==> config.mk <==
export PLATFORM = sky130hd
export DESIGN_NAME = stack_top_two_arithmetic
export DESIGN_NICKNAME = d
export VERILOG_FILES = /design/src/sv/sttam_pkg.sv /design/src/sv/sttam_ram.sv /design/src/sv/sttam_dpath.sv /design/src/sv/sttam_ctrl.sv /design/src/sv/stack_top_two_arithmetic.sv
export SDC_FILE = /design/constraint.sdc
export NUM_CORES = 2
export LEC_CHECK = 0
export BUFFER_PORTS_ARGS = -buffer_cell sky130_fd_sc_hd__buf_4
export CELL_PAD_IN_SITES_DETAIL_PLACEMENT = 1
export CELL_PAD_IN_SITES_GLOBAL_PLACEMENT = 1
export CORE_MARGIN = 3
export CORE_UTILIZATION = 40
export CTS_CLUSTER_SIZE = 40
export DETAILED_ROUTE_END_ITERATION = 6
export PLACE_DENSITY = 0.64
export SETUP_SLACK_MARGIN = 0.3
export SYNTH_ARGS = -nofsm -noshare
export SYNTH_HDL_FRONTEND = slang
export SYNTH_SLANG_ARGS = --single-unit
==> constraint.sdc <==
create_clock -name i_clk -period 9.59 [get_ports i_clk]
set_clock_uncertainty 0.15 [all_clocks]
set_input_delay 0.4795 -clock i_clk [delete_from_list [all_inputs] [get_ports i_clk]]
set_output_delay 0.4795 -clock i_clk [all_outputs]
set_load 0.005 [all_outputs]
==> src/sv/sttam_pkg.sv <==
// shared types, constants and request structs for the stack arithmetic block
// no dependencies
package sttam_pkg;

    localparam int DATA_W          = 32;
    localparam int STEP_W          = $clog2(DATA_W);
    localparam int OP_W            = 3;
    localparam int STATUS_W        = 2;
    localparam int DEPTH_OUT_W     = 7;
    localparam int STACK_DEPTH_DEF = 64;

    localparam logic [OP_W-1:0] OP_PUSH = 3'd0;
    localparam logic [OP_W-1:0] OP_SUB  = 3'd1;
    localparam logic [OP_W-1:0] OP_MUL  = 3'd2;
    localparam logic [OP_W-1:0] OP_DIV  = 3'd3;
    localparam logic [OP_W-1:0] OP_MOD  = 3'd4;

    localparam logic [STATUS_W-1:0] ST_OK      = 2'd0;
    localparam logic [STATUS_W-1:0] ST_SHORT   = 2'd1;
    localparam logic [STATUS_W-1:0] ST_DIVZERO = 2'd2;
    localparam logic [STATUS_W-1:0] ST_FULL    = 2'd3;

    typedef struct packed {
        logic [OP_W-1:0]          operation;
        logic signed [DATA_W-1:0] push_value;
    } t_in_req;

    typedef struct packed {
        logic [STATUS_W-1:0]      status;
        logic signed [DATA_W-1:0] top_value;
        logic [DEPTH_OUT_W-1:0]   stack_depth;
    } t_out_req;

    typedef struct packed {
        logic                load_item;
        logic                set_status;
        logic [STATUS_W-1:0] status;
        logic                push;
        logic                rd;
        logic                calc;
        logic                div_step;
        logic                commit;
        logic                out_load;
    } t_dp_cmd;

    typedef struct packed {
        logic [OP_W-1:0] op;
        logic            count_lt2;
        logic            count_full;
        logic            top_zero;
        logic            div_last;
    } t_dp_stat;

endpackage

==> src/sv/sttam_ram.sv <==
// generic single write port, single read port ram with registered read
// no dependencies
module sttam_ram #(
    parameter int WIDTH = 32,
    parameter int DEPTH = 64
) (
    input  logic                     i_clk,
    input  logic                     i_we,
    input  logic [$clog2(DEPTH)-1:0] i_waddr,
    input  logic [WIDTH-1:0]         i_wdata,
    input  logic                     i_re,
    input  logic [$clog2(DEPTH)-1:0] i_raddr,
    output logic [WIDTH-1:0]         o_rdata
);

    logic [WIDTH-1:0] r_mem [DEPTH];
    logic [WIDTH-1:0] r_rdata;

    always_ff @(posedge i_clk) begin
        if (i_we) begin
            r_mem[i_waddr] <= i_wdata;
        end
        if (i_re) begin
            r_rdata <= r_mem[i_raddr];
        end
    end

    assign o_rdata = r_rdata;

endmodule

==> src/sv/sttam_dpath.sv <==
// datapath: top register, entry count, stack ram, alu, serial divider, output register
// depends on sttam_pkg and sttam_ram
module sttam_dpath #(
    parameter int STACK_DEPTH = sttam_pkg::STACK_DEPTH_DEF
) (
    input  logic                i_clk,
    input  logic                i_rst_n,
    input  sttam_pkg::t_in_req  i_in_data,
    input  sttam_pkg::t_dp_cmd  i_cmd,
    output sttam_pkg::t_dp_stat o_stat,
    output sttam_pkg::t_out_req o_out_data
);
    import sttam_pkg::*;

    localparam int AW = $clog2(STACK_DEPTH);
    localparam int CW = $clog2(STACK_DEPTH + 1);

    logic [OP_W-1:0]     r_op;
    logic [DATA_W-1:0]   r_val;
    logic [DATA_W-1:0]   r_top, n_top;
    logic [CW-1:0]       r_count, n_count;
    logic [STATUS_W-1:0] r_status;
    logic [DATA_W-1:0]   r_res;
    logic [DATA_W-1:0]   r_rem;
    logic [DATA_W-1:0]   r_quo;
    logic [DATA_W-1:0]   r_dvs;
    logic [STEP_W-1:0]   r_step;
    logic                r_neg_q;
    logic                r_neg_r;
    t_out_req            r_out;

    logic [DATA_W-1:0] w_second;
    logic [AW-1:0]     w_waddr;
    logic [AW-1:0]     w_raddr;
    logic [DATA_W-1:0] w_mag_s;
    logic [DATA_W-1:0] w_mag_t;
    logic [DATA_W:0]   w_rem_sh;
    logic [DATA_W:0]   w_diff;
    logic [DATA_W-1:0] w_q_signed;
    logic [DATA_W-1:0] w_r_signed;
    logic [DATA_W-1:0] w_commit_val;
    logic [DATA_W-1:0] w_out_top;
    logic [CW+DEPTH_OUT_W-1:0] w_depth_ext;
    logic [2*DATA_W-1:0] w_prod;

    assign w_waddr = AW'(r_count - CW'(1));
    assign w_raddr = AW'(r_count - CW'(2));

    sttam_ram #(
        .WIDTH(DATA_W),
        .DEPTH(STACK_DEPTH)
    ) u_ram (
        .i_clk  (i_clk),
        .i_we   (i_cmd.push && (r_count != '0)),
        .i_waddr(w_waddr),
        .i_wdata(r_top),
        .i_re   (i_cmd.rd),
        .i_raddr(w_raddr),
        .o_rdata(w_second)
    );

    assign w_mag_s = w_second[DATA_W-1] ? (DATA_W'(0) - w_second) : w_second;
    assign w_mag_t = r_top[DATA_W-1] ? (DATA_W'(0) - r_top) : r_top;
    assign w_prod  = w_second * r_top;

    assign w_rem_sh = {r_rem, r_quo[DATA_W-1]};
    assign w_diff   = w_rem_sh - {1'b0, r_dvs};

    assign w_q_signed = r_neg_q ? (DATA_W'(0) - r_quo) : r_quo;
    assign w_r_signed = r_neg_r ? (DATA_W'(0) - r_rem) : r_rem;

    always_comb begin
        unique case (r_op)
            OP_DIV:  w_commit_val = w_q_signed;
            OP_MOD:  w_commit_val = w_r_signed;
            default: w_commit_val = r_res;
        endcase
    end

    always_comb begin
        n_top   = r_top;
        n_count = r_count;
        if (i_cmd.push) begin
            n_top   = r_val;
            n_count = r_count + CW'(1);
        end else if (i_cmd.commit) begin
            n_top   = w_commit_val;
            n_count = r_count - CW'(1);
        end
    end

    always_ff @(posedge i_clk) begin
        if (!i_rst_n) begin
            r_count <= '0;
        end else begin
            r_count <= n_count;
        end
    end

    always_ff @(posedge i_clk) begin
        r_top <= n_top;
        if (i_cmd.load_item) begin
            r_op  <= i_in_data.operation;
            r_val <= DATA_W'(i_in_data.push_value);
        end
        if (i_cmd.set_status) begin
            r_status <= i_cmd.status;
        end
        if (i_cmd.calc) begin
            r_res   <= (r_op == OP_SUB) ? (w_second - r_top) : w_prod[DATA_W-1:0];
            r_rem   <= '0;
            r_quo   <= w_mag_s;
            r_dvs   <= w_mag_t;
            r_step  <= '0;
            r_neg_q <= w_second[DATA_W-1] ^ r_top[DATA_W-1];
            r_neg_r <= w_second[DATA_W-1];
        end else if (i_cmd.div_step) begin
            r_step <= r_step + STEP_W'(1);
            if (!w_diff[DATA_W]) begin
                r_rem <= w_diff[DATA_W-1:0];
                r_quo <= {r_quo[DATA_W-2:0], 1'b1};
            end else begin
                r_rem <= w_rem_sh[DATA_W-1:0];
                r_quo <= {r_quo[DATA_W-2:0], 1'b0};
            end
        end
        if (i_cmd.out_load) begin
            r_out.status      <= r_status;
            r_out.top_value   <= $signed(w_out_top);
            r_out.stack_depth <= w_depth_ext[DEPTH_OUT_W-1:0];
        end
    end

    assign w_out_top   = (r_count == '0) ? '0 : r_top;
    assign w_depth_ext = {{DEPTH_OUT_W{1'b0}}, r_count};

    assign o_stat.op         = r_op;
    assign o_stat.count_lt2  = (r_count < CW'(2));
    assign o_stat.count_full = (r_count == CW'(STACK_DEPTH));
    assign o_stat.top_zero   = (r_top == '0);
    assign o_stat.div_last   = (r_step == STEP_W'(DATA_W - 1));

    assign o_out_data = r_out;

endmodule

==> src/sv/sttam_ctrl.sv <==
// controller: sequences one request at a time through decode, read, execute, divide, commit and output
// depends on sttam_pkg
module sttam_ctrl (
    input  logic                i_clk,
    input  logic                i_rst_n,
    input  logic                i_in_valid,
    output logic                o_in_stall,
    output logic                o_out_valid,
    input  logic                i_out_stall,
    input  sttam_pkg::t_dp_stat i_stat,
    output sttam_pkg::t_dp_cmd  o_cmd
);
    import sttam_pkg::*;

    typedef enum logic [6:0] {
        S_IDLE   = 7'b0000001,
        S_DECODE = 7'b0000010,
        S_READ   = 7'b0000100,
        S_EXEC   = 7'b0001000,
        S_DIV    = 7'b0010000,
        S_COMMIT = 7'b0100000,
        S_DONE   = 7'b1000000
    } t_state;

    t_state   r_state, n_state;
    logic     r_out_valid, n_out_valid;
    t_dp_cmd  w_cmd;
    logic     w_arith;
    logic     w_divop;
    logic     w_out_free;

    assign w_divop    = (i_stat.op == OP_DIV) || (i_stat.op == OP_MOD);
    assign w_arith    = (i_stat.op == OP_SUB) || (i_stat.op == OP_MUL) || w_divop;
    assign w_out_free = !r_out_valid || !i_out_stall;

    always_comb begin
        n_state = r_state;
        w_cmd   = '0;
        unique case (r_state)
            S_IDLE: begin
                if (i_in_valid) begin
                    w_cmd.load_item = 1'b1;
                    n_state         = S_DECODE;
                end
            end
            S_DECODE: begin
                w_cmd.set_status = 1'b1;
                w_cmd.status     = ST_OK;
                n_state          = S_DONE;
                priority if (i_stat.op == OP_PUSH) begin
                    if (i_stat.count_full) begin
                        w_cmd.status = ST_FULL;
                    end else begin
                        w_cmd.push = 1'b1;
                    end
                end else if (w_arith) begin
                    if (i_stat.count_lt2) begin
                        w_cmd.status = ST_SHORT;
                    end else if (w_divop && i_stat.top_zero) begin
                        w_cmd.status = ST_DIVZERO;
                    end else begin
                        w_cmd.rd = 1'b1;
                        n_state  = S_READ;
                    end
                end else begin
                    n_state = S_DONE;
                end
            end
            S_READ: begin
                n_state = S_EXEC;
            end
            S_EXEC: begin
                w_cmd.calc = 1'b1;
                n_state    = w_divop ? S_DIV : S_COMMIT;
            end
            S_DIV: begin
                w_cmd.div_step = 1'b1;
                if (i_stat.div_last) begin
                    n_state = S_COMMIT;
                end
            end
            S_COMMIT: begin
                w_cmd.commit = 1'b1;
                n_state      = S_DONE;
            end
            S_DONE: begin
                if (w_out_free) begin
                    w_cmd.out_load = 1'b1;
                    n_state        = S_IDLE;
                end
            end
            default: begin
                n_state = S_IDLE;
            end
        endcase
    end

    always_comb begin
        n_out_valid = r_out_valid && i_out_stall;
        if (w_cmd.out_load) begin
            n_out_valid = 1'b1;
        end
    end

    always_ff @(posedge i_clk) begin
        if (!i_rst_n) begin
            r_state     <= S_IDLE;
            r_out_valid <= 1'b0;
        end else begin
            r_state     <= n_state;
            r_out_valid <= n_out_valid;
        end
    end

    assign o_in_stall  = (r_state != S_IDLE);
    assign o_out_valid = r_out_valid;
    assign o_cmd       = w_cmd;

endmodule

==> src/sv/stack_top_two_arithmetic.sv <==
// top level of the stack arithmetic machine: push, sub, mul, div, mod
// depends on sttam_pkg, sttam_ctrl, sttam_dpath (which holds sttam_ram)
//
//   channel  valid       stall        payload
//   in       i_in_valid  o_in_stall   i_in_data  (operation, push_value)
//   out      o_out_valid i_out_stall  o_out_data (status, top_value, stack_depth)
//
// per request: push, errors and undefined codes go from decode straight to output;
// sub and mul read, execute and commit; div and mod also run the one bit per cycle divider
// the result and o_out_valid are registered together once the output is free
// one request in flight; a new request is taken once the previous result is registered
// reset clears the entry count and control; the stack ram needs no clearing
// a stalled output holds the finished result and blocks the next request's completion
module stack_top_two_arithmetic #(
    parameter int STACK_DEPTH = sttam_pkg::STACK_DEPTH_DEF
) (
    input  logic                i_clk,
    input  logic                i_rst_n,
    input  logic                i_in_valid,
    output logic                o_in_stall,
    input  sttam_pkg::t_in_req  i_in_data,
    output logic                o_out_valid,
    input  logic                i_out_stall,
    output sttam_pkg::t_out_req o_out_data
);
    import sttam_pkg::*;

    t_dp_cmd  w_cmd;
    t_dp_stat w_stat;

    sttam_ctrl u_ctrl (
        .i_clk      (i_clk),
        .i_rst_n    (i_rst_n),
        .i_in_valid (i_in_valid),
        .o_in_stall (o_in_stall),
        .o_out_valid(o_out_valid),
        .i_out_stall(i_out_stall),
        .i_stat     (w_stat),
        .o_cmd      (w_cmd)
    );

    sttam_dpath #(
        .STACK_DEPTH(STACK_DEPTH)
    ) u_dpath (
        .i_clk     (i_clk),
        .i_rst_n   (i_rst_n),
        .i_in_data (i_in_data),
        .i_cmd     (w_cmd),
        .o_stat    (w_stat),
        .o_out_data(o_out_data)
    );

endmodule
Word-level counts from Yosys, hierarchy flattened

Memories as Yosys holds them, arrays and structs flattened. A register that Yosys moved wholly into a read port is not among the register bits.
Index checks and enable logic that the tools add are counted.
Widths: inputs -> output; s select.

Flip-flop bits (word level): 260
Latch bits: 0
RAM bits: 2,048
ROM bits: 0
Output and inout bits: 43
Memories kept: 1

Add/sub/neg operators: 10
Multiply operators: 1
Divide/modulo/power cells: 0
$lt $le $gt $ge: 1
Eq/ne operators: 17
Shifts and indexed selects: 0
Muxes and demuxes: 45
Bitwise logic cells: 1
Reductions and logical operators: 16

Memory list:

| name                | depth | width | rd ports | clocked after Yosys merged registers in | wr ports | RTL line        | RTL |
|---|---|---|---|---|---|---|---|
| u_dpath.u_ram.r_mem | 64    | 32    | 1        | 1                                       | 1        | sttam_ram.sv:16 | `logic [WIDTH-1:0] r_mem [DEPTH];` |

Operator list:

| operator              | count |
|---|---|
| $mux 32               | 9 |
| $sub 1x32->32 const A | 4 |
| $pmux 32 s2           | 1 |
| $mux 7                | 9 |
| $pmux 7 s7            | 1 |
| $sub 33x32->33        | 1 |
| $logic_not 32->1      | 1 |
| $mul 32x32->32        | 1 |
| $sub 32x32->32        | 1 |
| $mux 31               | 1 |
| $mux 1                | 17 |
| $eq 7x7->1 const B    | 2 |
| $mux 2                | 5 |
| $add 7x1->7 const B   | 1 |
| $eq 7x1->1 const B    | 1 |
| $eq 7x2->1 const B    | 1 |
| $eq 7x3->1 const B    | 1 |
| $eq 7x4->1 const B    | 1 |
| $eq 7x5->1 const B    | 1 |
| $eq 7x6->1 const B    | 1 |
| $logic_not 7->1       | 1 |
| $lt 7x2->1 const B    | 1 |
| $ne 7x1->1 const B    | 1 |
| $reduce_bool 7->1     | 1 |
| 18 further kinds      | 27 |

Logic depth before layout (Yosys ltp)

Word-level depth: 11
Depth in mapped cells: 28
Depth with buffers taken out: 26

Modules after synthesis

Synthesis repeated with hierarchy kept, for this count alone.

Cells, all modules: 6,836
Area, all modules: 111,242.9 sq um

By module, submodules not included:

| module      | instances | cells each | area each (sq um) |
|---|---|---|---|
| sttam_ram   | 1         | 3,324      | 78,835.6 |
| sttam_dpath | 1         | 3,425      | 31,737.9 |
| sttam_ctrl  | 1         | 87         | 669.4 |

Worst setup path after synthesis

OpenSTA, ideal clock, no wires.

Path type: register to register
From: reg u_dpath.r_top[7]
To: reg u_dpath.r_res[30], data pin
Setup time: 0.275 ns
Data arrival time: 7.893 ns
Data required time: 9.165 ns
Slack: 1.271 ns
Stages on the path, launching flop included: 27
Clock period less this slack: 8.319 ns
Cells stage by stage: edfxtp_1 -> clkbuf_1 -> clkbuf_1 -> and2_1 -> fa_1 -> fa_1 -> fa_1 -> inv_1 -> fa_1 -> inv_1 -> fa_1 -> inv_1 -> fa_1 -> inv_1 -> fa_1 -> fa_1 -> ha_1 -> a21o_1 -> a21o_1 -> a211oi_1 -> o21bai_1 -> a2111oi_0 -> a2111oi_0 -> o21ai_0 -> a21boi_0 -> mux2i_1 -> o2111ai_1

Word-level cells in the longest chain between the ends: 2
Elaborated cells on any way between the ends: 3
Classes of those cells: add/sub: 1; mul: 1; mux: 1

Ends and longest elaborated chain:

| item                                             | RTL line                              | RTL |
|---|---|---|
| start: declaration                               | sttam_dpath.sv:20                     | `logic [DATA_W-1:0] r_top, n_top;` |
| start signal: assignment                         | sttam_dpath.sv:101                    | `r_top <= n_top;` |
| $mul 32x32->32 or $sub 32x32->32 (tied branches) | sttam_dpath.sv:64, sttam_dpath.sv:110 |  |
| $mux 32 *                                        | sttam_dpath.sv:110                    | `r_res <= (r_op == OP_SUB) ? (w_second - r_top) : w_prod[DATA_W-1:0];` |
| end signal: assignment                           | sttam_dpath.sv:110                    |  |
| end: declaration                                 | sttam_dpath.sv:23                     | `logic [DATA_W-1:0] r_res;` |

Mark *: on every way between the ends. The rest lies on a longest branch, timed or not.
A chain may end at the register's enable or synchronous reset.

Final worst setup path

From: reg u_dpath.r_top[6]
To: reg u_dpath.r_res[30], data pin

The elaborated chain is that of the path after synthesis.

==> results.sh <==
export IMPL_status="complete, no violations"
export IMPL_ys_seq_elements=2340
export IMPL_startpoint="u_dpath.r_top[6]$_DFFE_PP_"
export IMPL_worstPathRequired_ns=10.04
export IMPL_num_nets_final=7437
export IMPL_synth_common_cells="edfxtp_1 (2,288), mux4_2 (658), inv_1 (474)"
export IMPL_cts_tree="built"
export IMPL_yosysSeqAreaShare_pct=62.9
export IMPL_setup_slack_ns=1.07
export IMPL_netlist_area_sq_um=111000
export IMPL_drt_initial_drc_count=7187
export IMPL_stdcell_area_sq_um=125000
export IMPL_cp_max_fo=21
export IMPL_gp_congestion=0.873
export IMPL_critPathCapture="u_dpath.r_res[30]$_DFFE_PP_"
export IMPL_vias_per_cell=5.76
export IMPL_dr_pass1_iters=5
export IMPL_dpl_instance_area_sq_um=117000
export IMPL_route_detailed_drc=0
export IMPL_finalSetupTns_ns=0
export IMPL_avgSynthCellArea_sq_um=17.0
export IMPL_finalHoldViolCount=0
export IMPL_worst_path_stages=24
export IMPL_syn_instance_count=6535
export IMPL_critPathLaunchType="flop"
export IMPL_worst_path_max_delay_cell="edfxtp_1"
export IMPL_pin_count=82
export IMPL_cap_violations=0
export IMPL_ys_flop_type="edfxtp_1"
export IMPL_synth_enable_flop_cells=2288
export IMPL_dp_slack_ns=1.04
export IMPL_path_buf_inv=4
export IMPL_tightest_slew_ns=1.22
export IMPL_initial_core_util_pct=40.4
export IMPL_leakagePower_nw=42.1
export IMPL_num_rows=192
export IMPL_clock_sinks=2340
export IMPL_vdd_drop_max_mv=0.180
export IMPL_grt_pass1_vias=65152
export IMPL_r2r_setup_slack_ns=1.07
export IMPL_max_clock_freq_mhz=117
export IMPL_yosysWarningCount=0
export IMPL_clock_root_buffer="clkbuf_16"
export IMPL_port_buffers=81
export IMPL_multiInputGateArea_sq_um=38500
export IMPL_clk_insertion_delay_late_ns=0.93
export IMPL_synth_top_area_share_pct=62.0
export IMPL_slew_headroom_pct=18.4
export IMPL_holdPathStages=2
export IMPL_routed_wl_microns=339000
export IMPL_synthArstFlopShare_pct=0
export IMPL_power_density_nw_per_um2=176
export IMPL_track_usage_pct=23.8
export IMPL_holdCritPathClass="input port to flop"
export IMPL_overflow=0
export IMPL_ant_nets=0
export IMPL_dp_hpwl_microns=207000
export IMPL_finalMaxSlewViolations=0
export IMPL_fin_crit_sh_pct=88.9
export IMPL_r2r_cells=24
export IMPL_cpLargestDelayFamily="adder cells"
export IMPL_ff_latch_area_sq_um=69800
export IMPL_cpMostUsedCell="fa_1"
export IMPL_path_clk_slew_ns=0.06
export IMPL_rsz0062_at_grt="false"
export IMPL_path_cells="and2_1 > fa_1 > fa_1 > fa_1 > inv_1 > fa_1 > inv_1 > fa_1 > inv_1 > fa_1 > inv_1 > fa_1 > fa_1 > ha_1 > a21o_1 > a21o_1 > a211oi_1 > o21bai_1 > a2111oi_0 > a2111oi_0 > o21ai_0 > a21boi_0 > mux2i_1 > o2111ai_1"
export IMPL_fillers=26185
export IMPL_cts_buffer_depth=4
export IMPL_antenna_found_initial=37
export IMPL_cpPeakStageDelay_ns=0.91
export IMPL_yosys_area_top_type="edfxtp_1"
export IMPL_synth_fp_nets=7198
export IMPL_critical_path_class="flop to flop"
export IMPL_synthMostInstantiatedCell="edfxtp_1"
export IMPL_post_synth_num_cell_types=81
export IMPL_drive_above_1_share_pct=20.3
export IMPL_worstPathArrival_ns=8.97
export IMPL_synthTopCellsByArea="edfxtp_1 (62%), mux4_2 (13%), fa_1 (7.4%)"
export IMPL_grt_pass1_wl_microns=487000
export IMPL_endpoint_kind="flop"
export IMPL_core_area_sq_um=275000
export IMPL_area_delta_synth_final_pct=13.1
export IMPL_grt_max_degree=118
export IMPL_via_count=61456
export IMPL_reg2reg_from="u_dpath.r_top[6]$_DFFE_PP_"
export IMPL_setup_viol=0
export IMPL_wire_per_inst_microns=31.8
export IMPL_fp_dieW_microns=532
export IMPL_die_y_microns=532
export IMPL_worstReg2RegEnd="u_dpath.r_res[30]$_DFFE_PP_"
export IMPL_fin_crit_ns=8.52
export IMPL_cts_buffers=244
export IMPL_die_area_sq_um=283000
export IMPL_htree_levels=4
export IMPL_cts_setup_buffers=0
[what timing repair did]
item	CTS	global route
hold buffers	39	0
gates resized for setup	0	0
endpoints found under the hold margin	64	0
[worst register-to-register path: cells and delay by family (launching register included)]
kind / cells / cell delay (ns)
adder cells (fa/ha/maj): 9 / 4.20
AO/OA/AOI/OAI: 9 / 2.29
flip-flops: 1 / 0.91
AND/OR/NAND/NOR: 1 / 0.26
buffers and inverters: 4 / 0.23
multiplexers: 1 / 0.18
[registers in the layout (all words and copies together), names as in the netlist]
register,cells
u_ctrl.o_out_valid,1
u_ctrl.r_state,7
u_dpath.o_out_data,41
u_dpath.r_count,7
u_dpath.r_dvs,32
u_dpath.r_neg_q,1
u_dpath.r_neg_r,1
u_dpath.r_op,3
u_dpath.r_quo,32
u_dpath.r_rem,32
u_dpath.r_res,32
u_dpath.r_status,2
u_dpath.r_step,5
u_dpath.r_top,32
u_dpath.r_val,32
u_dpath.u_ram.o_rdata,32
u_dpath.u_ram.r_mem,2048
[cell usage in the layout (no fill, tap or decap), drive strengths merged, types with 15 or more instances in the layout]
master	Yosys	routed
inv	474	483
a21oi	148	148
o31ai	42	42
nand2b	23	23
edfxtp	2288	2288
nand4	24	24
a31oi	19	19
o211ai	23	23
bufinv	0	25
and2	297	297
clkinv	1	102
or3	20	20
dlygate4sd3	0	39
nand3	45	45
a211oi	24	24
xnor2	156	156
buf	79	303
nand2	423	423
nor2	270	270
ha	214	214
and3	18	18
fa	410	410
mux2i	21	21
clkbuf	270	298
nor2b	30	30
dfxtp	52	52
xor2	108	108
o21ai	136	136
mux4	658	658
a21o	39	39
nor3	24	24
o21a	15	15
[worst min path at each step]
stage	startpoint	endpoint	slack, ns
after CTS	i_in_data[5]	u_dpath.r_val[5]$_DFFE_PP_	0.07
after global placement	u_dpath.r_status[0]$_SDFFCE_PN0P_	u_dpath.o_out_data[39]$_DFFE_PP_	0.29
after detailed placement	u_dpath.r_status[1]$_SDFFCE_PN0P_	u_dpath.o_out_data[40]$_DFFE_PP_	0.28
final	i_in_data[32]	u_dpath.r_op[0]$_DFFE_PP_	0.17
after global routing	i_in_data[32]	u_dpath.r_op[0]$_DFFE_PP_	0.13
after floorplan	u_dpath.r_status[0]$_SDFFCE_PN0P_	u_dpath.o_out_data[39]$_DFFE_PP_	0.25
[power breakdown]
part	leakage (nW)	switching, mW	internal [mW]	total, mW
combinational	17.3	0.901	0.609	1.51
clock	3.82	4.03	5.37	9.41
sequential	21.0	0.0229	11.2	11.2
[final cells by class]
class,instances,share of cell area [%]
diodes,11,0.0220
clock buffers,298,5.07
multi-input cells,3371,30.7
clock inverters,144,1.19
well taps,3686,3.68
repair buffers,342,2.21
inverters,475,1.42
flip-flops and latches,2340,55.7
[layer usage]
metal	routed length [microns]	GRT usage [%]	vias to the layer above
met2	158000	37.5	2510
met5	51	0	-
met4	9460	6.35	8
met3	27200	4.07	436
met1	144000	34.3	33316
li1	-	-	25186
[metrics by stage]
| step | total power [mW] | utilization (%) | std cells | hold WS [ns] |
|---|---|---|---|---|
| after floorplan | 12.4 | - | 6535 | 0.250 |
| after global placement | 12.8 | 42.6 | 10175 | 0.286 |
| after detailed placement | 12.9 | 42.6 | 10175 | 0.275 |
| after CTS | 22.3 | 45.6 | 10656 | 0.0706 |
| after global routing | 22.8 | 45.6 | 10658 | 0.134 |
| final | 22.1 | 45.6 | 10667 | 0.174 |
[logic make-up (layout without fill, tap and decap cells)]
| family | count (synthesis) | in the layout | share of synthesized area (%) |
|---|---|---|---|
| other | 0 | 11 | 0 |
| adders and majority gates | 624 | 624 | 9.82 |
| xor gates and xnor gates | 264 | 264 | 2.09 |
| buffers and inverters | 824 | 1259 | 2.83 |
| DFF | 2340 | 2340 | 62.9 |
| and+or+nand+nor | 1242 | 1242 | 5.51 |
| AOI/OAI and AO/OA | 560 | 560 | 3.23 |
| muxes | 681 | 681 | 13.6 |
Note: power is estimated with default switching activity, not from simulation.
